--- config.mk ---
export PLATFORM = sky130hd
export DESIGN_NAME = lstg_cordic_cell
export DESIGN_NICKNAME = d
export VERILOG_FILES = /design/src/rtl/lstg_pkg.sv /design/src/rtl/lstg_cordic_cell.sv
export SDC_FILE = /design/constraint.sdc
export NUM_CORES = 1
export LEC_CHECK = 0
export BUFFER_PORTS_ARGS = -buffer_cell sky130_fd_sc_hd__buf_2
export CAP_MARGIN = 10
export CORE_MARGIN = 3
export CORE_UTILIZATION = 64
export DETAILED_ROUTE_END_ITERATION = 12
export PLACE_DENSITY = 0.88
export SYNTH_ARGS = -nofsm -noshare
export SYNTH_HDL_FRONTEND = slang
export SYNTH_SLANG_ARGS = --single-unit
--- constraint.sdc ---
create_clock -name clk_i -period 1.5 [get_ports clk_i]
set_clock_uncertainty 0.2 [all_clocks]
set_input_delay 0.3 -clock clk_i [delete_from_list [all_inputs] [get_ports clk_i]]
set_output_delay 0.3 -clock clk_i [all_outputs]
set_load 0.05 [all_outputs]
--- src/rtl/lstg_pkg.sv ---
// ----------------------------------------------------------------------------
// lstg_pkg
// Types, constants and the arctangent table of the sine tone generator.
// ----------------------------------------------------------------------------
package lstg_pkg;

  // Field and register widths
  localparam int RATE_W     = 19;
  localparam int FREQ_W     = 19;
  localparam int CNT_W      = 4;
  localparam int MODE_W     = 2;
  localparam int CFG_IDX_W  = 3;
  localparam int CFG_DATA_W = 19;
  localparam int CH_OUT_W   = 3;
  localparam int SAMPLE_W   = 16;

  // Channel limit
  localparam int MAX_CHANNELS = 8;
  localparam int CH_W = (MAX_CHANNELS > 1) ? $clog2(MAX_CHANNELS) : 1;

  // CORDIC row
  localparam int CORDIC_ITERATIONS = 16;
  localparam int ATAN_LEN          = 24;
  localparam int CORDIC_STAGES     =
    (CORDIC_ITERATIONS < ATAN_LEN) ? CORDIC_ITERATIONS : ATAN_LEN;
  localparam int SHIFT_W   = 5;
  localparam int CW        = 34;
  localparam int ANGLE_W   = 32;
  localparam int FRAC_BITS = 30;
  localparam int AMP       = 32767;
  localparam int PROD_W    = CW + SAMPLE_W;
  localparam int ROUND_BIAS = (1 << FRAC_BITS) - 1;
  localparam logic [CW-1:0] CORDIC_ONE = CW'(652032874);

  // Divider
  localparam int REM_W     = RATE_W;
  localparam int DIV_CNT_W = 6;

  // Reset values
  localparam logic [RATE_W-1:0] RATE_RESET   = RATE_W'(48000);
  localparam logic [FREQ_W-1:0] FREQ_RESET   = FREQ_W'(1000);
  localparam logic [CNT_W-1:0]  CNT_RESET    = CNT_W'(2);
  localparam logic [RATE_W-1:0] PERIOD_RESET = RATE_W'(48000 / 1000);

  // Channel modes
  localparam logic [MODE_W-1:0] MODE_LEFT  = 2'd0;
  localparam logic [MODE_W-1:0] MODE_RIGHT = 2'd1;
  localparam logic [MODE_W-1:0] MODE_BOTH  = 2'd2;

  // Register indexes
  typedef enum logic [CFG_IDX_W-1:0] {
    REG_SAMPLE_RATE   = 3'd0,
    REG_TONE_FREQ     = 3'd1,
    REG_CHANNEL_COUNT = 3'd2,
    REG_CHANNEL_MODE  = 3'd3
  } cfg_reg_e;

  typedef struct packed {
    logic signed [CW-1:0] x;
    logic signed [CW-1:0] y;
    logic signed [CW-1:0] z;
  } cordic_t;

  typedef struct packed {
    logic                 start;
    logic [REM_W-1:0]     rem_init;
    logic [ANGLE_W-1:0]   num;
    logic [REM_W-1:0]     den;
    logic [DIV_CNT_W-1:0] steps;
  } div_req_t;

  typedef struct packed {
    logic               done;
    logic [ANGLE_W-1:0] quot;
  } div_rsp_t;

  // atan(2^-k) as a fraction of a full turn, scaled by 2^32
  function automatic logic [CW-1:0] atan_turn(input logic [SHIFT_W-1:0] k);
    logic [CW-1:0] t;
    unique case (k)
      5'd0:    t = CW'(536870912);
      5'd1:    t = CW'(316933406);
      5'd2:    t = CW'(167458907);
      5'd3:    t = CW'(85004756);
      5'd4:    t = CW'(42667331);
      5'd5:    t = CW'(21354465);
      5'd6:    t = CW'(10679838);
      5'd7:    t = CW'(5340245);
      5'd8:    t = CW'(2670163);
      5'd9:    t = CW'(1335087);
      5'd10:   t = CW'(667544);
      5'd11:   t = CW'(333772);
      5'd12:   t = CW'(166886);
      5'd13:   t = CW'(83443);
      5'd14:   t = CW'(41722);
      5'd15:   t = CW'(20861);
      5'd16:   t = CW'(10430);
      5'd17:   t = CW'(5215);
      5'd18:   t = CW'(2608);
      5'd19:   t = CW'(1304);
      5'd20:   t = CW'(652);
      5'd21:   t = CW'(326);
      5'd22:   t = CW'(163);
      5'd23:   t = CW'(81);
      default: t = '0;
    endcase
    return t;
  endfunction

endpackage

--- src/rtl/lstg_cordic_cell.sv ---
// ----------------------------------------------------------------------------
// lstg_cordic_cell
// One CORDIC rotation step, registered, handing its vector to the next cell.
// ----------------------------------------------------------------------------
module lstg_cordic_cell import lstg_pkg::*; (
  input  logic               clk_i,
  input  logic               rst_ni,
  input  logic               valid_i,
  input  cordic_t            data_i,
  input  logic [SHIFT_W-1:0] shift_i,
  input  logic [CW-1:0]      atan_i,
  output logic               valid_o,
  output cordic_t            data_o
);

  logic                 valid_q;
  cordic_t              data_q, data_d;
  logic signed [CW-1:0] xs, ys, at;

  assign xs = data_i.x >>> shift_i;
  assign ys = data_i.y >>> shift_i;
  assign at = atan_i;

  // Rotate toward zero residual angle
  always_comb begin
    if (!data_i.z[CW-1]) begin
      data_d.x = data_i.x - ys;
      data_d.y = data_i.y + xs;
      data_d.z = data_i.z - at;
    end else begin
      data_d.x = data_i.x + ys;
      data_d.y = data_i.y - xs;
      data_d.z = data_i.z + at;
    end
  end

  always_ff @(posedge clk_i or negedge rst_ni) begin
    if (!rst_ni) begin
      valid_q <= 1'b0;
    end else begin
      valid_q <= valid_i;
    end
  end

  always_ff @(posedge clk_i) begin
    if (valid_i) begin
      data_q <= data_d;
    end
  end

  assign valid_o = valid_q;
  assign data_o  = data_q;

endmodule

==> impl_results.md, run 1 <==
* Row count at 54
* Sequential element share of the synthesized area at 0.211
* Post-synth EDFFs at between 100 and 150
* Status: did not finish
* Post-CTS setup buffers at 109
* Post-synth net total at about 1900
* Compound-gate portion of the synthesized area at 0.226
* CTS Hold Bufs at 1
* Yosys cell types at 92
* Synthesized instance count at 1616
* CTS H-Tree Depth at 3
* Largest area contributor in the netlist: edfxtp_1
* TritonCTS buffer count at 9
* DP HPWL at 62.5 mm
* Initial Util at 0.661
* CTS sink count at just over 100
* Failing step: clock tree synthesis
* Die span in x at 157 um
* Syn. warnings at 0
* Share of async-settable or async-resettable flops after synthesis at 0.00971
* Root Buffer: clkbuf_16
* CTS resizes at 437
* Register bit total from synthesis at 103
* Ranking of synthesized cells by area: edfxtp_1 21%, mux4_2 12%, ha_1 8.7%, xnor2_1 5.9%, a21oi_1 5.8%
* Placed inst area at 21500 um2
* RePlAce Congestion at 1.32
* XOR/XNOR Fraction of Synth Area at 0.109
* Mux contribution to synthesized area at 0.177
* Run Error: [ERROR DPL-0038] Utilization greater than 100%, impossible to legalize
* Share of the synthesized area in the top cell type at 0.209
* Post-Synth Simple-Gate Area at 0.147
* Io pins at ~250
* CTS Buffer Depth at 2
* Netlist Area Pre-Place at 14600 um2
* Main flop type after synthesis: edfxtp_1
* Adder-cell area share of the yosys netlist at 0.0913
* Syn Area/Cell at 9.06 um2
* PortBufs at 246
* Largest family of logic cells by synthesized area: compound AO/OA/AOI/OAI gates
* Die height at 157 um
-- metrics by stage --
step                      instances  setup slack [ns]   util
after global placement         2755             -3.94  0.972
after floorplan                1616             -3.68      -
after detailed placement       2755             -4.56  0.972
-- Yosys cell counts (all sizes together) (8+ instances only) --
library cell  count
clkbuf           36
a21o             62
nor2            128
nand2b           25
nand4            10
buf              42
ha              102
nor3             24
a21oi           169
and3             23
mux2i            46
and2             19
nor4              9
a211oi           17
mux4             78
a22oi             8
o22ai            21
inv              41
nor2b            25
xnor2            99
a31oi            24
nand3            23
a221oi           12
edfxtp          102
xor2             84
o211ai           10
o21ai            79
or2              10
nand2           116
o21bai            9
o21a             16
a21boi            9
mux2             32
-- kinds of logic after synthesis --
group	Yosys count
compound gates	511
simple gates	438
xor+xnor	183
mux	156
buf+inv	120
fa+ha+maj	105
flops	103
==> run 2: changes to the inputs <==
- CORE_UTILIZATION: 64 -> 40
- PLACE_DENSITY: 0.88 -> unset
- PLACE_DENSITY_LB_ADDON: unset -> 0.15
==> run 2 against run 1 <==
Against the previous run: the flow now finishes, with violations (setup timing); synthesized cell count did not move; synthesized area is the same.
==> impl_results.md, run 2 <==
* Post-synth EDFFs at between 100 and 150
* Io pins at approximately 250
* Multi-input gate area at between 10000 and 15000 um2
* CTS H-Tree Depth at 3
* Syn Area/Cell at roughly 9.1 um2
* Total GRT Usage at 0.326
* CTS sink count at 103
* Vias in the first global route at 17500
* Row count at 69
* Slew @ Worst Pin at 0.558 ns
* Vias at 17500
* Most common cell after layout, fill and taps aside: buf_4
* ANT cells at 0
* Share of async-settable or async-resettable flops after synthesis at 0.00971
* Sw Ratio at 0.447
* Clk pwr share at 0.100
* Synthesized instance count at 1616
* Crit. End Element: flop
* Sequential element share of the synthesized area at 0.211
* RSZ-0062 raised after global routing: true
* Final Hold Fails at 0
* Final Setup Violations at 101
* Share of the synthesized area in the top cell type at 0.209
* Core area at 35800 um2
* WP data arrival at 5.08 ns
* Maximum vdd drop at 0.000979 V
* Routed Antenna Nets at 0
* Final Cycle Share at 3.43
* PortBufs at 246
* Pin count of the biggest net entering global routing at 43
* Maxcap violations at 0
* Synth cell count leaders: 169 x a21oi_1, 127 x nor2_1, 116 x nand2_1
* WL final at 66.9 mm
* Die area at 38900 um2
* Initial Util at 0.409
* Most frequent cell after synthesis: a21oi_1
* Root Buffer: clkbuf_16
* Final hold slack at 0.0252 ns
* Register bit total from synthesis at 103
* CP required at between 1 and 1.5 ns
* Most frequent cells in the layout: 734 x buf_4, 202 x buf_2, 106 x nand2_1
* Util after Layout at 0.710
* Netlist Area Pre-Place at 14600 um2
* Slew Limit Fails at 0
* CTS Buffer Depth at 2
* Nets at 2872
* PD cells at 953 nW/um2
* Ranking of synthesized cells by area: edfxtp_1 21%, mux4_2 12%, ha_1 8.7%, xnor2_1 5.9%, a21oi_1 5.8%
* TritonRoute pass-1 iters at 5
* Clock transition at path regs at 0.08 ns
* Layout Area Growth over Synthesis at 73.7%
* Fmax at 195 MHz
* Rel. slew slack at 0.627
* Syn. warnings at 0
* Main flop type after synthesis: edfxtp_1
* Layout cells sized above 1 at 0.579
* Worst slack, placed at -4.32 ns
* Leakage at about 12 nW
* Crit-path max FO at 5
* Final Non-Filler Cells at 3089
* Die span in x at 197 um
* Switching power at approximately 0.011 W
* Yosys cell types at 92
* Violated checks: setup timing
* Fill count at between 2000 and 3000
* RePlAce Congestion at 1.07
* Power share of the sequential group at 0.187
* First-pass GRT wire length at 98.8 mm
* WS Path Type: in -> reg
* CTS tree: built
* Status: finished, violations left
* Dpl cells at 2965
* Die height at 197 um
* Via-to-Cell Ratio at 5.68
* Initial antenna violation count at 1
* Internal power at 0.0134 W
* Combinational share of power at 0.713
* Drt wl/cell at 21.7 um
* Post-synth net total at 1865
* Largest area contributor in the netlist: edfxtp_1
* FF+latch area at slightly above 3000 um2
* TritonCTS buffer count at 9
* Startpoint types: primary input
* Overflow after GRT at 0
* DRT iter0 DRCs at 1278
* DP HPWL at 52.8 mm
* DRC violations left at 0
* Hold Path Depth at 2
* Largest register FFs at ~100
* Min Clock Period, post-route at 5.14 ns
* Hold WC Path Type: in -> reg
* Final WS setup at -3.64 ns
==> run 2: layout make-up <==
cell class	count	share of cell area
repair buffers	1074	0.328
clock buffers	13	0.0102
inverters	42	0.00659
clock inverters	3	0.00103
well taps	461	0.0227
multi-input cells	1393	0.510
flip-flops and latches	103	0.121
==> run 2: metal layers <==
layer	GRT usage	vias up	wire (um)
met4	0.104	2	2320
met2	0.551	702	31900
met5	0	-	17
met3	0.0542	140	4720
met1	0.428	8458	28000
li1	-	8230	-
==> run 2: final timing paths <==
check	start	endpoint	slack, ns
max	shift_i[1]	data_o[67]	-3.64
min	data_i[0]	data_o[0]	0.03
max in group asynchronous	rst_ni	valid_o	0.47
min in group asynchronous	rst_ni	valid_o	0.53
==> run 2: metrics by stage <==
stage / power [W] / setup TNS (ns) / instance area (um2)
floorplan: 0.0131 / -237.78 / 15200
global placement: 0.0187 / -294.94 / 22000
detailed placement: 0.0189 / -297.64 / 22000
CTS: 0.0228 / -240.40 / 24000
global route: 0.0254 / -263.87 / 25400
finish: 0.0242 / -250.35 / 25400
==> run 2: critical path, cell delays in order <==
cell      delay [ns]
buf_12          0.10
buf_4           0.11
mux4_2          0.53
mux2_2          0.35
o21ai_1         0.13
o22a_2          0.22
or3b_1          0.38
or4_4           0.59
nor4_4          0.21
o21bai_1        0.15
a22oi_1         0.08
ha_1            0.31
and3_4          0.18
a221o_1         0.42
nor4_4          0.27
o21ai_2         0.13
a21oi_2         0.19
o21a_1          0.18
o21ai_1         0.10
xnor2_1         0.13
==> run 2: kinds of logic after synthesis <==
| logic type | count (synthesis) | synth area share |
|---|---|---|
| AOI/OAI and AO/OA | 511 | 0.226 |
| xor gates and xnor gates | 183 | 0.109 |
| adders and majority gates | 105 | 0.0913 |
| buffers and inverters | 120 | 0.0389 |
| DFF | 103 | 0.211 |
| muxes | 156 | 0.177 |
| and+or+nand+nor | 438 | 0.147 |
==> run 2: timing repair <==
action                                 CTS  global route
endpoints found under the hold margin    1             0
hold buffers                             2             0
setup endpoints to repair              123           145
gates cloned                             3             0
pin swaps                              164           150
gates resized for setup                289           252
buffers inserted                        80            62
==> run 2: power groups by stage <==
stage	Combinational, W	Sequential, W	Clock [W]
final	0.0173	0.00452	0.00242
after global routing	0.0183	0.00459	0.00260
after CTS	0.0158	0.00450	0.00250
after detailed placement	0.0143	0.00454	0
after global placement	0.0142	0.00452	0
after floorplan	0.00583	0.00726	0
(Power assumes the default switching activity.)
==> run 3: changes to the inputs <==
- CAP_MARGIN: 10 -> 25
- clock period: 1.5 -> 6.05 ns (I/O delays scaled with it)
==> run 3 against run 2 <==
Against the previous run: the run still ends with setup timing left; combinational power is 79% lower; clock-buffer cell count shrank 3; global-route usage fell by 0.96 points; sequential cell count unchanged; sequential share of layout area increased by 1.9 points; worst hold slack gained 0.35 ns; non-clock buffer count shrank 208; cell area decreased by 13%; clock power fell by 74%; worst setup slack improved by 3.5 ns; critical path type unchanged; via count fell by 5.0%; critical path depth up 2; critical endpoint is now data_o[65].
==> impl_results.md, run 3 (synthesis gave the netlist of run 2 again) <==
* Status: finished, violations left
* Violated checks: setup timing
* Hold WC Path Type: in -> async
* WP buf/inv at 4
* DRC violations left at 0
* Nets at 2664
* Io pins at 247
* PD cells at ~240 nW/um2
* Min Clock Period, post-route at 6.17 ns
* Final Cycle Share at 1.02
* Initial Util at 0.409
* DP HPWL at 52.1 mm
* Worst path cell trace: buf_12, buf_12, mux4_2, mux2_4, o21ai_2, o22a_2, or3b_4, or4_4, nor4_4, o21bai_1, a22oi_1, ha_1, and3_4, nand4_1, a211oi_2, buf_4, nor4_4, o21ai_2, a21oi_2, o21a_1, buf_6, xnor2_2
* CTS sink count at 103
* Util after Layout at 0.614
* Fmax at between 150 and 200 MHz
* Routed Antenna Nets at 0
* Largest register FFs at 102
* Crit-path max FO at 8
* Core area at ~36000 um2
* Switching power at 0.00243 W
* Final hold slack at 0.375 ns
* Initial antenna violation count at 1
* CP required at 5.99 ns
* CTS tree: built
* Final WS setup at -0.123 ns
* RSZ-0062 raised after global routing: true
* WL final at around 64 mm
* Root Buffer: clkbuf_16
* CTS Buffer Depth at 2
* Slew Limit Fails at 0
* DRT iter0 DRCs at approximately 1100
* Pin count of the biggest net entering global routing at 70
* Leakage at 10.1 nW
* Slew @ Worst Pin at approximately 1.1 ns
* Final Hold Fails at 0
* Vias at 16700
* Most common cell after layout, fill and taps aside: buf_4
* WP data arrival at 6.12 ns
* Die area at slightly below 40000 um2
* Maxcap violations at 0
* RePlAce Congestion at 1.06
* TritonCTS buffer count at 9
* CTS Hold Bufs at 0
* Clk pwr share at 0.120
* Overflow after GRT at 0
* Clock transition at path regs at roughly 0.080 ns
* Die height at 197 um
* Maximum vdd drop at 0.000311 V
* Die span in x at 197 um
* Vias in the first global route at around 16000
* CP max stage cell: or4_4
* Drt wl/cell at 22.3 um
* WS Path Type: in -> reg
* PortBufs at between 200 and 250
* TritonRoute pass-1 iters at 5
* Layout Area Growth over Synthesis at 50.3%
* Total GRT Usage at 0.316
* Internal power at 0.00290 W
* Startpoint types: primary input
* Final Setup Violations at 3
* Most frequent cells in the layout: 582 x buf_4, 241 x buf_2, 152 x a21oi_1
* Sw Ratio at 0.456
* Layout cells sized above 1 at 0.457
* Combinational share of power at 0.672
* Via-to-Cell Ratio at around 5.8
* Rel. slew slack at 0.299
* First-pass GRT wire length at 94.6 mm
* CP top delay family: simple AND/OR/NAND/NOR gates
* Row count at 69
* CTS H-Tree Depth at 3
* Crit. End Element: flop
* ANT cells at 0
* Slowest stage delay, CP at ~0.57 ns
* Power share of the sequential group at 0.208
==> run 3: cell types whose count changed in the layout (fill, tap and decap cells not counted), sizes merged <==
cell	change
buf	-207
bufinv	+1
clkbuf	-2
dlygate4sd3	-2
inv	+2
==> run 3: cell type report <==
class | instances | area [um2]
multi-input cells | 1393 | 11600
fillers | 3128 | 13800
repair buffers | 866 | 6320
clock buffers | 10 | 229
flip-flops and latches | 103 | 3090
well taps | 461 | 577
clock inverters | 6 | 76.3
inverters | 42 | 160
==> run 3: worst max path at each step <==
stage / slack, ns / startpoint / end / depth (start not counted)
6_report: -0.12 / shift_i[1] / data_o[65] / 22
3_3_place_gp: -1.06 / shift_i[1] / data_o[67] / 22
2_1_floorplan: -0.06 / shift_i[3] / data_o[66] / 22
5_1_grt: -0.35 / shift_i[1] / data_o[65] / 22
3_5_place_dp: -1.03 / shift_i[1] / data_o[67] / 22
4_1_cts: -0.02 / shift_i[0] / data_o[65] / 24
==> run 3: layer usage <==
metal,global-route usage,vias up,share of wire
li1,-,7806,-
met1,0.430,8132,0.43
met2,0.522,631,0.47
met3,0.0488,91,0.071
met4,0.0982,2,0.030
met5,0,-,0.00028
==> run 3: what timing repair did <==
| action | CTS | global route |
|---|---|---|
| buffers inserted | 18 | 42 |
| pin swaps | 9 | 53 |
| gates resized for setup | 49 | 100 |
| endpoints found under the setup margin | 24 | 25 |
| gates cloned | 2 | 2 |
==> run 3: power groups by stage <==
stage | clock network (W) | registers, W | logic (W)
after detailed placement | 0 | 0.00112 | 0.00336
after global routing | 0.000682 | 0.00112 | 0.00382
after global placement | 0 | 0.00112 | 0.00333
after floorplan | 0 | 0.00180 | 0.00136
after CTS | 0.000659 | 0.00111 | 0.00343
final | 0.000640 | 0.00111 | 0.00358
==> run 3: stage by stage <==
stage	worst slack [ns]	cells	TNS [ns]	cell area, um2	total power [W]
2_1_floorplan	-0.0581	1616	-0.111	14800	0.00316
4_1_cts	-0.0167	2840	-0.0264	21300	0.00520
6_report	-0.123	2881	-0.227	22000	0.00533
3_3_place_gp	-1.06	2803	-18.60	20500	0.00445
5_1_grt	-0.349	2881	-1.84	22000	0.00563
3_5_place_dp	-1.03	2804	-18.38	20500	0.00448
==> run 4: changes to the inputs <==
- CTS_CLUSTER_DIAMETER: unset -> 120
- clock period: 6.05 -> 5.3 ns (I/O delays scaled with it)
==> run 4 against run 3 <==
Against the previous run: sequential power rose by 14%; clock power rose by 13%; global-route usage fell by 0.41 points; highest routed layer is now met4; sequential share of layout area fell by 0.58 points; the run still ends with setup timing left; largest cell class unchanged.
==> impl_results.md, run 4 (synthesis gave the netlist of run 2 again) <==
* Status: finished, violations left
* Violated checks: setup timing
* Core area at 35800 um2
* DRC violations left at 0
* Most frequent cells in the layout: 651 x buf_4, 236 x buf_2, 130 x a21oi_1
* CP required at 5.25 ns
* DP HPWL at 50.9 mm
* TritonRoute pass-1 iters at 6
* Final WS setup at -0.472 ns
* Die span in x at 197 um
* WP data arrival at 5.72 ns
* Initial antenna violation count at 0
* Root Buffer: clkbuf_16
* Final Non-Filler Cells at 2947
* Dpl cells at 2854
* WL final at 63.3 mm
* CTS sink count at between 100 and 150
* Crit-path max FO at 8
* DRT iter0 DRCs at ~1200
* Layout cells sized above 1 at 0.496
* CTS H-Tree Depth at 3
* First-pass GRT wire length at 94.8 mm
* PortBufs at roughly 250
* Placed inst area at 21000 um2
* Drt wl/cell at around 21 um
* Min Clock Period, post-route at around 5.8 ns
* WS Path Type: in -> reg
* Sw Ratio at 0.449
* Rel. slew slack at 0.527
* Vias at roughly 17000
* Clk pwr share at 0.116
* Slew @ Worst Pin at 0.709 ns
* Nets at between 2000 and 3000
* Maxcap violations at 0
* Row count at between 60 and 70
* Maximum vdd drop at between 0.0002 and 0.00025 V
* Overflow after GRT at 0
* Pin count of the biggest net entering global routing at 95
* PD cells at 272 nW/um2
* Switching power at between 0.002 and 0.003 W
* Crit. End Element: flop
* Slew Limit Fails at 0
* CTS Buffer Depth at 2
* Hold WC Path Type: in -> async
* Vias in the first global route at 16800
* RePlAce Congestion at 1.03
* Initial Util at 0.409
* Via-to-Cell Ratio at 5.70
* Total power draw at between 0.006 and 0.007 W
* Power share of the sequential group at 0.202
* Io pins at 247
* Final Cycle Share at 1.09
* Total GRT Usage at 0.312
* Final Cell Area at 23000 um2
* Final Hold Fails at 0
* ANT cells at 0
* Largest register FFs at 102
* TritonCTS buffer count at 9
* Routed Antenna Nets at 0
* Internal power at 0.00345 W
* CTS tree: built
* Die height at 197 um
* Layout Area Growth over Synthesis at 56.8%
* Startpoint types: primary input
* Leakage at roughly 11 nW
* Final setup TNS at -8.39 ns
* Die area at 38900 um2
* Combinational share of power at 0.681
* Final Setup Violations at 34
* Final hold slack at approximately 0.24 ns
* RSZ-0062 raised after global routing: true
* Clock transition at path regs at 0.08 ns
* Fmax at 173 MHz
* Most common cell after layout, fill and taps aside: buf_4
[run 4: worst max-delay path, stage by stage]
cell,delay [ns]
buf_16,0.13
buf_4,0.16
clkbuf_16,0.17
buf_4,0.15
mux4_2,0.37
buf_4,0.18
a21boi_2,0.20
o21ai_1,0.12
a221oi_4,0.26
buf_4,0.17
nand4_1,0.07
buf_4,0.17
nor2_4,0.16
and4_1,0.24
nor2_1,0.06
xor2_1,0.18
ha_1,0.32
buf_4,0.15
a21o_1,0.19
a21oi_2,0.18
o22ai_2,0.14
o41ai_4,0.37
buf_4,0.18
o21ai_4,0.06
a31oi_4,0.18
xnor2_1,0.08
[run 4: cell type report]
type	instances	area (um2)
clock inverter	4	52.6
sequential	103	3090
clock buffer	12	256
inverter	42	160
timing repair buffer	932	6920
multi-input combinational	1393	11900
fill	3055	12900
tap	461	577
[run 4: path summary, 6_finish.rpt]
check / startpoint / depth (start not counted) / end / slack (ns)
max in group asynchronous: rst_ni / 1 / valid_o / 4.58
min in group clk_i: data_i[0] / 2 / data_o[0] / 0.82
max: shift_i[1] / 26 / data_o[100] / -0.47
min: rst_ni / 1 / valid_o / 0.24
[run 4: through the flow]
stage	utilization	setup WS (ns)
floorplan	-	-0.635
global placement	0.586	-1.22
detailed placement	0.586	-1.30
CTS	0.620	-0.363
global route	0.641	-0.667
finish	0.641	-0.472
[run 4: timing repair]
| item | CTS | global route |
|---|---|---|
| cloned | 3 | 5 |
| resized for setup | 123 | 107 |
| buffers inserted | 44 | 32 |
| setup endpoints to repair | 44 | 44 |
| pin swaps | 62 | 68 |
| hold buffers | 0 | 0 |
[run 4: layer usage]
metal	vias to the layer above	wire length (um)	share of wire	GRT usage
met5	-	0	0	0
met4	0	2130	0.034	0.0982
met3	111	4160	0.066	0.0488
met2	608	30300	0.48	0.534
met1	8153	26700	0.42	0.408
li1	7929	-	-	-
[run 4: power by group through the flow]
stage	clock network [W]	registers (W)	logic, W
6_report	0.000726	0.00127	0.00426
5_1_grt	0.000774	0.00128	0.00454
4_1_cts	0.000739	0.00127	0.00406
3_5_place_dp	0	0.00128	0.00388
3_3_place_gp	0	0.00128	0.00384
2_1_floorplan	0	0.00205	0.00159
