===== src/rtl/lstg_pkg.sv =====
// ----------------------------------------------------------------------------
// lstg_pkg
// Types, constants and the arctangent table of the sine tone generator.
// ----------------------------------------------------------------------------
package lstg_pkg;

  // Field and register widths
  localparam int RATE_W     = 19;
  localparam int FREQ_W     = 19;
  localparam int CNT_W      = 4;
  localparam int MODE_W     = 2;
  localparam int CFG_IDX_W  = 3;
  localparam int CFG_DATA_W = 19;
  localparam int CH_OUT_W   = 3;
  localparam int SAMPLE_W   = 16;

  // Channel limit
  localparam int MAX_CHANNELS = 8;
  localparam int CH_W = (MAX_CHANNELS > 1) ? $clog2(MAX_CHANNELS) : 1;

  // CORDIC row
  localparam int CORDIC_ITERATIONS = 16;
  localparam int ATAN_LEN          = 24;
  localparam int CORDIC_STAGES     =
    (CORDIC_ITERATIONS < ATAN_LEN) ? CORDIC_ITERATIONS : ATAN_LEN;
  localparam int SHIFT_W   = 5;
  localparam int CW        = 34;
  localparam int ANGLE_W   = 32;
  localparam int FRAC_BITS = 30;
  localparam int AMP       = 32767;
  localparam int PROD_W    = CW + SAMPLE_W;
  localparam int ROUND_BIAS = (1 << FRAC_BITS) - 1;
  localparam logic [CW-1:0] CORDIC_ONE = CW'(652032874);

  // Divider
  localparam int REM_W     = RATE_W;
  localparam int DIV_CNT_W = 6;

  // Reset values
  localparam logic [RATE_W-1:0] RATE_RESET   = RATE_W'(48000);
  localparam logic [FREQ_W-1:0] FREQ_RESET   = FREQ_W'(1000);
  localparam logic [CNT_W-1:0]  CNT_RESET    = CNT_W'(2);
  localparam logic [RATE_W-1:0] PERIOD_RESET = RATE_W'(48000 / 1000);

  // Channel modes
  localparam logic [MODE_W-1:0] MODE_LEFT  = 2'd0;
  localparam logic [MODE_W-1:0] MODE_RIGHT = 2'd1;
  localparam logic [MODE_W-1:0] MODE_BOTH  = 2'd2;

  // Register indexes
  typedef enum logic [CFG_IDX_W-1:0] {
    REG_SAMPLE_RATE   = 3'd0,
    REG_TONE_FREQ     = 3'd1,
    REG_CHANNEL_COUNT = 3'd2,
    REG_CHANNEL_MODE  = 3'd3
  } cfg_reg_e;

  typedef struct packed {
    logic signed [CW-1:0] x;
    logic signed [CW-1:0] y;
    logic signed [CW-1:0] z;
  } cordic_t;

  typedef struct packed {
    logic                 start;
    logic [REM_W-1:0]     rem_init;
    logic [ANGLE_W-1:0]   num;
    logic [REM_W-1:0]     den;
    logic [DIV_CNT_W-1:0] steps;
  } div_req_t;

  typedef struct packed {
    logic               done;
    logic [ANGLE_W-1:0] quot;
  } div_rsp_t;

  // atan(2^-k) as a fraction of a full turn, scaled by 2^32
  function automatic logic [CW-1:0] atan_turn(input logic [SHIFT_W-1:0] k);
    logic [CW-1:0] t;
    unique case (k)
      5'd0:    t = CW'(536870912);
      5'd1:    t = CW'(316933406);
      5'd2:    t = CW'(167458907);
      5'd3:    t = CW'(85004756);
      5'd4:    t = CW'(42667331);
      5'd5:    t = CW'(21354465);
      5'd6:    t = CW'(10679838);
      5'd7:    t = CW'(5340245);
      5'd8:    t = CW'(2670163);
      5'd9:    t = CW'(1335087);
      5'd10:   t = CW'(667544);
      5'd11:   t = CW'(333772);
      5'd12:   t = CW'(166886);
      5'd13:   t = CW'(83443);
      5'd14:   t = CW'(41722);
      5'd15:   t = CW'(20861);
      5'd16:   t = CW'(10430);
      5'd17:   t = CW'(5215);
      5'd18:   t = CW'(2608);
      5'd19:   t = CW'(1304);
      5'd20:   t = CW'(652);
      5'd21:   t = CW'(326);
      5'd22:   t = CW'(163);
      5'd23:   t = CW'(81);
      default: t = '0;
    endcase
    return t;
  endfunction

endpackage


===== src/rtl/lstg_div.sv =====
// ----------------------------------------------------------------------------
// lstg_div
// Bit-serial restoring divider, one quotient bit per cycle.
// ----------------------------------------------------------------------------
module lstg_div import lstg_pkg::*; (
  input  logic     clk_i,
  input  logic     rst_ni,
  input  div_req_t req_i,
  output div_rsp_t rsp_o
);

  logic                 busy_q, done_q;
  logic [DIV_CNT_W-1:0] cnt_q;
  logic [REM_W-1:0]     rem_q, den_q, rem_d;
  logic [ANGLE_W-1:0]   num_q, quot_q;
  logic [REM_W:0]       trial, diff;
  logic                 ge;

  assign trial = {rem_q, num_q[ANGLE_W-1]};
  assign ge    = trial >= {1'b0, den_q};
  assign diff  = trial - {1'b0, den_q};
  assign rem_d = ge ? diff[REM_W-1:0] : trial[REM_W-1:0];

  always_ff @(posedge clk_i or negedge rst_ni) begin
    if (!rst_ni) begin
      busy_q <= 1'b0;
      done_q <= 1'b0;
      cnt_q  <= '0;
    end else begin
      // Pulse done for one cycle after the final step
      done_q <= !req_i.start && busy_q && (cnt_q == DIV_CNT_W'(1));
      if (req_i.start) begin
        busy_q <= 1'b1;
        cnt_q  <= req_i.steps;
      end else if (busy_q) begin
        cnt_q <= cnt_q - 1'b1;
        if (cnt_q == DIV_CNT_W'(1)) begin
          busy_q <= 1'b0;
        end
      end
    end
  end

  // Datapath: shift the numerator in, one bit per step
  always_ff @(posedge clk_i) begin
    if (req_i.start) begin
      rem_q  <= req_i.rem_init;
      num_q  <= req_i.num;
      den_q  <= req_i.den;
      quot_q <= '0;
    end else if (busy_q) begin
      rem_q  <= rem_d;
      num_q  <= {num_q[ANGLE_W-2:0], 1'b0};
      quot_q <= {quot_q[ANGLE_W-2:0], ge};
    end
  end

  assign rsp_o.done = done_q;
  assign rsp_o.quot = quot_q;

endmodule


===== config.mk =====
export PLATFORM = sky130hd
export DESIGN_NAME = lstg_div
export DESIGN_NICKNAME = d
export VERILOG_FILES = /design/src/rtl/lstg_pkg.sv /design/src/rtl/lstg_div.sv
export SDC_FILE = /design/constraint.sdc
export NUM_CORES = 1
export LEC_CHECK = 0
export ABC_AREA = 1
export ABC_CLOCK_PERIOD_IN_PS = 2990
export BUFFER_PORTS_ARGS = -buffer_cell sky130_fd_sc_hd__buf_2
export CORE_MARGIN = 5
export CORE_UTILIZATION = 56
export CTS_BUF_LIST = sky130_fd_sc_hd__clkbuf_16
export DETAILED_ROUTE_END_ITERATION = 8
export PLACE_DENSITY = 0.81
export SLEW_MARGIN = 20
export SYNTH_ARGS = -nofsm -noshare
export SYNTH_HDL_FRONTEND = slang
export SYNTH_SLANG_ARGS = --single-unit

===== constraint.sdc =====
create_clock -name clk_i -period 2.99 [get_ports clk_i]
set_input_delay 0 -clock clk_i [delete_from_list [all_inputs] [get_ports clk_i]]
set_output_delay 0 -clock clk_i [all_outputs]
set_load 0.05 [all_outputs]

---- Word-level counts from Yosys, hierarchy flattened ----
Cells that the tools add are included.
Widths: inputs -> output; s select.
cells by class
  $mul .................................... 0
  shifts and indexed selects .............. 0
  muxes and demuxes ....................... 10
  div/mod/pow operators ................... 0
  $lt $le $gt $ge ......................... 1
  reductions and logical operators ........ 4
  bitwise operators ....................... 0
  $add $sub $neg .......................... 2
  equal/unequal tests ..................... 1
operators by type and width
  operator             count
  $mux 32              2
  $mux 19              3
  $ge 20x19->1         1
  $sub 19x19->19       1
  $mux 6               2
  $eq 6x1->1 const B   1
  $sub 6x1->6 const B  1
  $mux 1               3
  $logic_and 1x1->1    2
  $reduce_bool 2->1    1
  $logic_not 1->1      1
storage, ports and cells
  bits in read-only memories .............. 0
  latch bits .............................. 0
  output and inout port bits .............. 33
  word-level logic and storage cells ...... 25
  input bits .............................. 79
  memory bits (writable) .................. 0
  memories ................................ 0
  bits in registers ....................... 110

---- Longest topological paths before layout ----
Gate-level depths: netlist (run 1).
  depth after elaboration ................. 4
  depth in mapped cells ................... 15
  depth with buffers taken out ............ 14

---- Worst setup path before layout (run 1) ----
OpenSTA, ideal clock, no wires.
  kind .................................... register to register
  start ................................... register busy_q
  end ..................................... register num_q[0] (enable)
  clock period less this slack ............ 2.550 ns
  data required time ...................... 2.555 ns
  path buffers ............................ 1
  path slack .............................. 0.440 ns
  library setup time ...................... 0.435 ns
  data arrival time ....................... 2.115 ns
  stages on the path, launching flop included .. 4
  cell sequence ........................... dfrtp_1 -> nor2_1 -> inv_2 -> buf_1
on the way
  longest elaborated chain between the ends .. 1
RTL lines
  element                             line            RTL
  from (decl)                         lstg_div.sv:12  logic busy_q, done_q;
  from (signal assigned)              lstg_div.sv:26  busy_q <= 1'b0;
  from (signal assigned)              lstg_div.sv:33  busy_q <= 1'b1;
  from (signal assigned)              lstg_div.sv:38  busy_q <= 1'b0;
  $reduce_bool 2->1 (no source line)  --
  to (signal assigned)                lstg_div.sv:48  num_q <= req_i.num;
  to (signal assigned)                lstg_div.sv:53  num_q <= {num_q[ANGLE_W-2:0], 1'b0};
  to (decl)                           lstg_div.sv:15  logic [ANGLE_W-1:0] num_q, quot_q;
No other way between the ends.
A chain may end at the register's enable or synchronous reset.

---- Worst setup path in the final report (run 1) ----
  start ................................... register den_q[0]
  end ..................................... register rem_q[11], data pin
on the way
  longest elaborated chain between the ends .. 4
  elaborated cells on any way between the ends .. 5
  those cells by class .................... add/sub (1); order compare (1); mux (3)
RTL lines
  element                                                line                            RTL
  from (decl)                                            lstg_div.sv:14                  logic [REM_W-1:0] rem_q, den_q, rem_d;
  from (signal assigned)                                 lstg_div.sv:49                  den_q <= req_i.den;
  $sub 19x19->19 / $ge 20x19->1 (equally long branches)  lstg_div.sv:21, lstg_div.sv:20
  $mux 19 *                                              lstg_div.sv:22                  assign rem_d = ge ? diff[REM_W-1:0] : trial[REM_W-1:0];
  $mux 19 *                                              lstg_div.sv:51                  end else if (busy_q) begin
  $mux 19 *                                              lstg_div.sv:46                  if (req_i.start) begin
  to (signal assigned)                                   lstg_div.sv:47                  rem_q <= req_i.rem_init;
  to (signal assigned)                                   lstg_div.sv:52                  rem_q <= rem_d;
  to (decl)                                              lstg_div.sv:14
Every way passes the cells marked *; elsewhere a longest branch is shown, timed or not. The select of a mux whose other input is x is not followed.

==> flow_metrics.env, run 1 <==
export IMPL_core_sq_um=10140
export IMPL_ys_seq_area_frac=0.5143
export IMPL_die_h_um=111.1
export IMPL_area_growth_pct=30.35
export IMPL_fin_setup_tns_ns=0
export IMPL_max_cap_violations=0
export IMPL_p_total_w=0.005528
export IMPL_cts_buffers=9
export IMPL_clock_skew_ns=0.006590
export IMPL_cts_root_buf="clkbuf_16"
export IMPL_arrival_ns=2.75
export IMPL_grt_setup_unrepaired="no"
export IMPL_design_die_area_sq_um=12340
export IMPL_drtIter0Drc=304
export IMPL_fmax_mhz=379.5
export IMPL_cts_setup_buffers=0
export IMPL_numPlacedInstances=932
export IMPL_final_core_util=0.7357
export IMPL_path_class="flop to flop"
export IMPL_hp_class="input port to asynchronous set/reset pin"
export IMPL_status="finished, final reports clean"
export IMPL_numPortBuffers=111
export IMPL_endpoint_kind="flop"
export IMPL_cts_tree="yes"
export IMPL_syn_area_per_cell_sq_um=8.127
export IMPL_cts_resized=0
export IMPL_synth_cell_types=33
export IMPL_synth_seq_cells=110
export IMPL_cts_sinks=110
export IMPL_multi_input_area_sq_um=2222
export IMPL_postRouteAntennaNets=0
export IMPL_hold_viol_final=0
export IMPL_gp_congestion=0.9514
export IMPL_grt_max_degree=57
export IMPL_num_vias=5257
export IMPL_power_per_cell_area_nw_per_um2=741.2
export IMPL_io_pins=112
export IMPL_finalNonFillerCells=1025
export IMPL_layout_drive_gt1_share=0.1586
export IMPL_crit_start="den_q[0]"
export IMPL_viasPerCell=5.129
export IMPL_critPathMaxStageDelay_ns=0.41
export IMPL_max_slew_margin_rel=0.4402
export IMPL_drcViolationCount=0
export IMPL_avgRoutedWirePerCell_um=14.46
export IMPL_antenna_found_initial=0
export IMPL_dpl_cell_area_sq_um=6384
export IMPL_insertion_delay_ns=0.36
export IMPL_die_w_um=111.1
export IMPL_cp_cell_sequence="ha_1 -> fa_1 -> inv_1 -> nand3_1 -> nand3_1 -> nand2_1 -> nand3_1 -> nand2_2 -> nand2_4 -> nand3_1 -> nand3_1 -> nand2_1"
export IMPL_wl_mm=14.82
export IMPL_cpMostUsedCell="nand3_1"
export IMPL_synth_edff_count=70
export IMPL_dp_hpwl_mm=9.541
export IMPL_required_ns=3.10
export IMPL_grt_pass1_wl_mm=25.18
export IMPL_syn_inst=704
export IMPL_regToRegSetupSlack_ns=0.35
export IMPL_setup_viol=0
export IMPL_worstReg2RegStart="den_q[0]"
export IMPL_tightest_slew_ns=0.8385
export IMPL_path_clk_slew_ns=0.08
export IMPL_period_share=0.8814
export IMPL_fin_crit_ns=2.635
export IMPL_ir_drop_v=0.0005176
export IMPL_grt_util_all_layers=0.2483
export IMPL_final_cell_area_sq_um=7458
export IMPL_htreeDepth=3
export IMPL_crit_slowest_cell="fa_1"
export IMPL_total_leakage_power_nw=3.682
export IMPL_async_reset_ff_frac=0.07273
export IMPL_cp_num_buf_inv=1
export IMPL_ys_dominant_reg_cell="edfxtp_1"
export IMPL_fillers=699
export IMPL_seq_area_sq_um=2943
export IMPL_n_antenna_cell=0
export IMPL_clk_path_buf_depth=2
export IMPL_rows=37
export IMPL_layout_nets=985
export IMPL_cp_start_kind="flop"
export IMPL_hold_buffers=77
export IMPL_syn_area_sq_um=5722
export IMPL_worst_path_dominant_cell_family="simple AND/OR/NAND/NOR gates"
export IMPL_cp_max_fo=26
export IMPL_slew_viol_final=0
export IMPL_gr_total_overflow=0
export IMPL_grt_pass1_vias=5447
export IMPL_drt_pass1_iterations=5
export IMPL_initial_core_util=0.5644
export IMPL_synth_fp_nets=805
export IMPL_yosys_warnings=0
[routing by layer]
metal  routed length, um  GRT usage  part of all wire  up-vias
met5                   0          0                 0        -
met4                 432     0.1062             0.029        0
met3                 806    0.04803             0.054       34
met2                7565     0.4397              0.51      173
met1                6016     0.2937              0.41     2444
li1                    -          -                 -     2606
[area by class of cell]
type | instances | area share
Timing Repair Buffer | 193 | 0.1845
Clock buffer | 10 | 0.03355
Sequential cell | 110 | 0.3946
Tap cell | 136 | 0.02281
Multi-Input combinational cell | 452 | 0.2979
Inverter | 118 | 0.05939
Clock inverter | 6 | 0.007214
[final timing paths]
path,endpoint,depth (start not counted)
setup / recovery,rem_q[11],12
hold / removal,done_q,2
setup reg to reg,rem_q[11],12
hold reg to reg,quot_q[31],2
max in group asynchronous,cnt_q[2],2
min in group clk_i,num_q[30],3
[cells in the mapped netlist (10+ instances only)]
cell,number,area (sq um)
clkbuf_1,13,48.80
nand2_1,262,983.4
o22ai_1,31,193.9
nand3_1,40,200.2
edfxtp_1,70,2102
nor2_1,29,108.9
a21oi_1,13,65.06
dfxtp_1,32,640.6
ha_1,21,262.8
xnor2_1,10,87.58
inv_1,115,431.7
nand3b_1,11,82.58
[flip-flops by register name (all words and copies together), names as in the netlist]
register,count
num_q,32
done_q,1
quot_q,32
busy_q,1
den_q,19
rem_q,19
cnt_q,6
[stage by stage]
stage	setup slack, ns	hold WS [ns]
after floorplan	0.4398	-0.2956
final	0.3547	0.01637
after CTS	0.3766	0.01469
after detailed placement	0.3823	-0.1489
after global placement	0.4855	-0.1515
after global routing	0.09369	0.02245
[power breakdown]
group          internal, W  total (W)  switching, W
registers          0.00191    0.00204      0.000132
logic             0.000865    0.00228       0.00142
clock network     0.000628    0.00121      0.000577
[layout by cell type (no fill, tap or decap), types with 6 or more instances in the layout]
| cell type | n |
|---|---|
| edfxtp_1 | 70 |
| dfrtp_1 | 8 |
| nand3b_1 | 11 |
| dlygate4sd3_1 | 77 |
| buf_2 | 111 |
| o21ai_1 | 6 |
| nor2_1 | 29 |
| dfxtp_1 | 32 |
| xnor2_1 | 10 |
| ha_1 | 21 |
| clkbuf_16 | 10 |
| inv_1 | 116 |
| o22ai_1 | 31 |
| nand2_1 | 262 |
| nand3_1 | 40 |
| o21ai_0 | 6 |
| a21oi_1 | 13 |
[cells by family (layout without fill, tap and decap cells)]
| kind of cell | count (synthesis) | in the layout | synth area share |
|---|---|---|---|
| simple gates | 358 | 358 | 0.2593 |
| buf+inv | 142 | 327 | 0.09731 |
| flops | 110 | 110 | 0.5143 |
| compound gates | 60 | 60 | 0.06123 |
| fa+ha+maj | 22 | 22 | 0.04942 |
| xor+xnor | 12 | 12 | 0.01837 |
Note: power is estimated with default switching activity, not from simulation.
==> run 2: changes to the inputs <==
CELL_PAD_IN_SITES_DETAIL_PLACEMENT = 0   (was not set)
CELL_PAD_IN_SITES_GLOBAL_PLACEMENT = 1   (was not set)
CORE_UTILIZATION = 41   (was 56)
PLACE_DENSITY = 0.8   (was 0.81)
==> flow_metrics.env, run 2 (synthesis gave the netlist of run 1 again) <==
export IMPL_status="finished, final reports clean"
export IMPL_wl_mm=13.85
export IMPL_cp_cell_sequence="ha_1 -> fa_1 -> inv_1 -> nand3_1 -> nand3_1 -> nand2_1 -> nand3_1 -> nand2_2 -> nand2_4 -> nand3_1 -> nand3_1 -> nand2_1"
export IMPL_critPathMaxStageDelay_ns=0.42
export IMPL_hp_class="input port to asynchronous set/reset pin"
export IMPL_initial_core_util=0.4154
export IMPL_cpMostUsedCell="nand3_1"
export IMPL_tightest_slew_ns=0.9025
export IMPL_r2r_cells=12
export IMPL_num_vias=5008
export IMPL_power_per_cell_area_nw_per_um2=733.4
export IMPL_n_antenna_cell=0
export IMPL_layout_nets=985
export IMPL_grt_max_degree=51
export IMPL_cts_setup_buffers=0
export IMPL_grtUsageMet3=0.04250
export IMPL_total_leakage_power_nw=3.686
export IMPL_path_class="flop to flop"
export IMPL_cts_sinks=110
export IMPL_area_growth_pct=31.53
export IMPL_fin_crit_ns=2.701
export IMPL_cp_max_fo=26
export IMPL_gp_congestion=0.8529
export IMPL_insertion_delay_ns=0.36
export IMPL_required_ns=3.10
export IMPL_period_share=0.9035
export IMPL_cts_buffers=9
export IMPL_hold_viol_final=0
export IMPL_grt_pass1_vias=5168
export IMPL_endpoint_kind="flop"
export IMPL_gr_total_overflow=0
export IMPL_fmax_mhz=370.2
export IMPL_worstReg2RegStart="den_q[0]"
export IMPL_htreeDepth=3
export IMPL_top_regs="num_q x32, quot_q x32"
export IMPL_met2_usage=0.3028
export IMPL_die_h_um=128.1
export IMPL_crit_slowest_cell="fa_1"
export IMPL_max_cap_violations=0
export IMPL_worst_path_dominant_cell_family="simple AND/OR/NAND/NOR gates"
export IMPL_grt_pass1_wl_mm=23.67
export IMPL_io_pins=112
export IMPL_arrival_ns=2.81
export IMPL_layout_drive_gt1_share=0.1597
export IMPL_hold_buffers=77
export IMPL_ir_drop_v=0.0003358
export IMPL_slew_viol_final=0
export IMPL_postRouteAntennaNets=0
export IMPL_drt_pass1_iterations=5
export IMPL_cts_root_buf="clkbuf_16"
export IMPL_final_common_cell="nand2_1"
export IMPL_cp_num_buf_inv=1
export IMPL_cts_tree="yes"
export IMPL_grt_busiest_layer="met2"
export IMPL_fillers=1285
export IMPL_cp_start_kind="flop"
export IMPL_antenna_found_initial=0
export IMPL_grt_util_all_layers=0.1761
export IMPL_core_sq_um=13770
export IMPL_regToRegSetupSlack_ns=0.29
export IMPL_max_slew_margin_rel=0.3946
export IMPL_design_die_area_sq_um=16420
export IMPL_path_clk_slew_ns=0.08
export IMPL_grt_setup_unrepaired="no"
export IMPL_drcViolationCount=0
export IMPL_drtIter0Drc=212
export IMPL_clock_skew_ns=0.01112
export IMPL_clk_path_buf_depth=2
export IMPL_die_w_um=128.1
export IMPL_cts_resized=0
export IMPL_reg2reg_to="rem_q[11]"
export IMPL_met1_usage=0.2204
export IMPL_numPortBuffers=111
export IMPL_setup_viol=0
export IMPL_dp_hpwl_mm=9.767
export IMPL_rows=43
export IMPL_final_core_util=0.5464
export IMPL_crit_start="den_q[0]"
export IMPL_avgRoutedWirePerCell_um=12.96
export IMPL_viasPerCell=4.685
export IMPL_fin_setup_tns_ns=0
export IMPL_final_cell_mix="nand2_1, inv_1, buf_2"
## run 2: how the worst max path moves through the flow
stage	to	slack (ns)	cells after the start
floorplan	num_q[0]	0.44	3
global placement	rem_q[16]	0.43	12
detailed placement	rem_q[11]	0.33	12
CTS	rem_q[11]	0.31	12
global route	rem_q[14]	0.11	13
finish	rem_q[11]	0.29	12
## run 2: worst register-to-register path: stages, from the launching register on
cell	delay [ns]
edfxtp_1	0.37
ha_1	0.24
fa_1	0.42
inv_1	0.12
nand3_1	0.08
nand3_1	0.14
nand2_1	0.10
nand3_1	0.10
nand2_2	0.23
nand2_4	0.36
nand3_1	0.13
nand3_1	0.11
nand2_1	0.06
## run 2: per-layer routing
layer	routed length [um]	part of all wire	vias to the layer above
li1	-	-	2601
met1	6262	0.45	2264
met2	6725	0.49	131
met3	694	0.050	12
met4	169	0.012	0
met5	0	0	-
## run 2: through the flow
| step | hold WS, ns | power, W | cell area [sq um] | worst slack, ns | cells |
|---|---|---|---|---|---|
| 4_1_cts | 0.001158 | 0.005581 | 7526 | 0.3068 | 1069 |
| 6_report | 0.01269 | 0.005520 | 7526 | 0.2886 | 1069 |
| 3_3_place_gp | -0.1477 | 0.004196 | 6439 | 0.4316 | 976 |
| 3_5_place_dp | -0.1428 | 0.004240 | 6439 | 0.3335 | 976 |
| 5_1_grt | 0.01695 | 0.005991 | 7526 | 0.1085 | 1069 |
| 2_1_floorplan | -0.2956 | 0.003746 | 5722 | 0.4398 | 704 |
## run 2: area by class of cell
cell class / instances / area, sq um / area share
Inverter: 118 / 442.9 / 0.05885
Clock buffer: 9 / 225.2 / 0.02993
Timing Repair Buffer: 193 / 1376 / 0.1829
Tap cell: 180 / 225.2 / 0.02993
Clock inverter: 7 / 91.34 / 0.01214
Sequential cell: 110 / 2943 / 0.3910
Multi-Input combinational cell: 452 / 2222 / 0.2953
## run 2: power breakdown
group | internal (W) | switching (W)
sequential | 0.00191 | 0.000124
combinational | 0.000865 | 0.00140
clock | 0.000602 | 0.000622
==> run 3: changes to the inputs <==
ABC_AREA = not set   (was 1)
CORE_UTILIZATION = 43   (was 41)
PLACE_DENSITY = 0.79   (was 0.8)
==> flow_metrics.env, run 3 <==
export IMPL_status="finished, final reports clean"
export IMPL_cts_root_buf="clkbuf_16"
export IMPL_die_h_um=122.8
export IMPL_insertion_delay_ns=0.36
export IMPL_fillers=1093
export IMPL_fin_setup_tns_ns=0
export IMPL_drt_pass1_iterations=4
export IMPL_drtIter0Drc=179
export IMPL_area_growth_pct=33.94
export IMPL_synth_seq_cells=110
export IMPL_cp_cell_sequence="ha_1 -> fa_1 -> nand2b_1 -> a21o_1 -> a211oi_2 -> a311oi_2 -> nor3b_1 -> or4_1 -> a21oi_1"
export IMPL_async_reset_ff_frac=0.07273
export IMPL_grt_setup_unrepaired="no"
export IMPL_avgRoutedWirePerCell_um=14.55
export IMPL_die_w_um=122.8
export IMPL_place_ws_ns=0.2432
export IMPL_htreeDepth=3
export IMPL_ir_drop_v=0.0004162
export IMPL_path_class="flop to flop"
export IMPL_fin_crit_ns=2.747
export IMPL_numPlacedInstances=736
export IMPL_max_slew_margin_rel=0.6447
export IMPL_slew_viol_final=0
export IMPL_synth_top_area_share=0.3840
export IMPL_initial_core_util=0.4355
export IMPL_path_clk_slew_ns=0.08
export IMPL_cp_max_fo=3
export IMPL_drcViolationCount=0
export IMPL_multi_input_area_sq_um=2316
export IMPL_arrival_ns=2.96
export IMPL_tightest_slew_ns=0.5255
export IMPL_ys_seq_area_frac=0.5376
export IMPL_cts_sinks=110
export IMPL_wl_mm=12.07
export IMPL_p_total_w=0.005264
export IMPL_power_per_cell_area_nw_per_um2=718.0
export IMPL_dp_hpwl_mm=8.407
export IMPL_ys_dominant_reg_cell="edfxtp_1"
export IMPL_numPortBuffers=111
export IMPL_grt_util_all_layers=0.1677
export IMPL_syn_area_sq_um=5474
export IMPL_gr_total_overflow=0
export IMPL_yosys_warnings=0
export IMPL_layout_drive_gt1_share=0.2857
export IMPL_synth_cell_types=62
export IMPL_grt_pass1_wl_mm=19.87
export IMPL_cts_buffers=9
export IMPL_num_vias=4098
export IMPL_syn_area_per_cell_sq_um=11.75
export IMPL_viasPerCell=4.937
export IMPL_fin_hold_ws_ns=0.05835
export IMPL_synth_edff_count=70
export IMPL_endpoint_kind="flop"
export IMPL_finalNonFillerCells=830
export IMPL_final_common_cell="buf_2"
export IMPL_synth_most_common_cell="edfxtp_1"
export IMPL_cts_resized=0
export IMPL_required_ns=3.21
export IMPL_clk_path_buf_depth=2
export IMPL_grt_max_degree=72
export IMPL_layout_nets=754
export IMPL_hp_class="input port to flop"
export IMPL_synth_top_cells_by_count="edfxtp_1, nor2_1, mux2_2, mux2i_1, nand2_1"
export IMPL_synth_area_leader_cell="edfxtp_1"
export IMPL_rows=41
export IMPL_hold_viol_final=0
export IMPL_postRouteAntennaNets=0
export IMPL_io_pins=112
export IMPL_core_sq_um=12570
export IMPL_cts_setup_buffers=0
export IMPL_cp_start_kind="flop"
export IMPL_setup_ws_ns=0.2425
export IMPL_n_antenna_cell=0
export IMPL_seq_area_sq_um=2944
export IMPL_antenna_found_initial=0
export IMPL_max_cap_violations=0
export IMPL_gp_congestion=0.8427
export IMPL_syn_inst=466
export IMPL_critPathMaxStageDelay_ns=0.47
export IMPL_design_die_area_sq_um=15090
export IMPL_total_leakage_power_nw=3.323
export IMPL_crit_slowest_cell="or4_1"
export IMPL_setup_viol=0
export IMPL_fmax_mhz=364.0
export IMPL_cts_tree="yes"
export IMPL_clock_skew_ns=0.009511
export IMPL_top_regs="num_q x32, quot_q x32"
export IMPL_synth_fp_nets=567
export IMPL_grt_pass1_vias=4234
export IMPL_synth_area_top_cells="edfxtp_1, dfxtp_1, mux2_2"
export IMPL_period_share=0.9189
export IMPL_final_cell_mix="buf_2, dlygate4sd3_1, edfxtp_1"
==> run 3: cell types whose count changed after synthesis, moves of 5 or more <==
cell      before  now
inv_1        115   24
o311ai_1       0    6
o22ai_1       31    0
o21ai_0        6   13
xor2_1         2   10
nand2_1      262   33
a221o_1        0    6
mux2i_1        0   33
nor2_1        29   46
mux2_2         0   35
nor4b_1        0    5
nor2b_1        0    5
nand3_1       40    3
==> run 3: cell families (layout without fill, tap and decap cells) <==
group	Yosys count	after routing	synth area share
flip-flops	110	110	0.5376
AND/OR/NAND/NOR	122	122	0.1067
adder cells (fa/ha/maj)	22	22	0.05166
XOR/XNOR	21	21	0.03360
buffers and inverters	48	240	0.03977
multiplexers	69	69	0.1344
AO/OA/AOI/OAI	74	74	0.09623
==> run 3: worst paths after layout <==
kind | endpoint | slack [ns] | from | cells after the start
setup / recovery | rem_q[18] | 0.24 | den_q[0] | 9
hold / removal | quot_q[7] | 0.06 | req_i[76] | 2
setup reg to reg | rem_q[18] | 0.24 | den_q[0] | 9
hold reg to reg | quot_q[31] | 0.50 | quot_q[31] | 2
max in group asynchronous | cnt_q[0] | 1.62 | rst_ni | 4
min in group asynchronous | cnt_q[4] | 0.51 | rst_ni | 3
==> run 3: area by class of cell <==
type | count | area share
well taps | 172 | 0.02935
multi-input cells | 308 | 0.3159
clock buffers | 10 | 0.03413
repair buffers | 200 | 0.1956
flip-flops and latches | 110 | 0.4015
inverters | 24 | 0.01229
clock inverters | 6 | 0.01126
==> run 3: per-layer routing <==
| metal | vias to the layer above | GRT usage | part of all wire |
|---|---|---|---|
| met5 | - | 0 | 0 |
| met4 | 0 | 0.04899 | 0.011 |
| met3 | 7 | 0.05945 | 0.062 |
| met2 | 88 | 0.2822 | 0.49 |
| met1 | 1931 | 0.2024 | 0.44 |
| li1 | 2072 | - | - |
==> run 3: critical path, delay by kind of cell (launching register included) <==
family	cells	cell delay [ns]
DFF	1	0.38
AOI/OAI and AO/OA	4	0.75
and+or+nand+nor	3	0.84
adders and majority gates	2	0.64
==> run 3: where the power goes <==
group / internal, W / switching, W
combinational: 0.000905 / 0.00104
sequential: 0.00191 / 0.000134
clock: 0.000656 / 0.000620
==> run 3: repair_timing <==
action                                 CTS  global route
endpoints found under the hold margin   83             0
setup endpoints to repair                0             0
hold buffers                            78             0
==> run 3: stage by stage <==
stage | utilization | instance area [sq um]
2_1_floorplan | - | 5474
3_3_place_gp | 0.4948 | 6218
3_5_place_dp | 0.4948 | 6218
4_1_cts | 0.5834 | 7332
5_1_grt | 0.5834 | 7332
6_report | 0.5834 | 7332
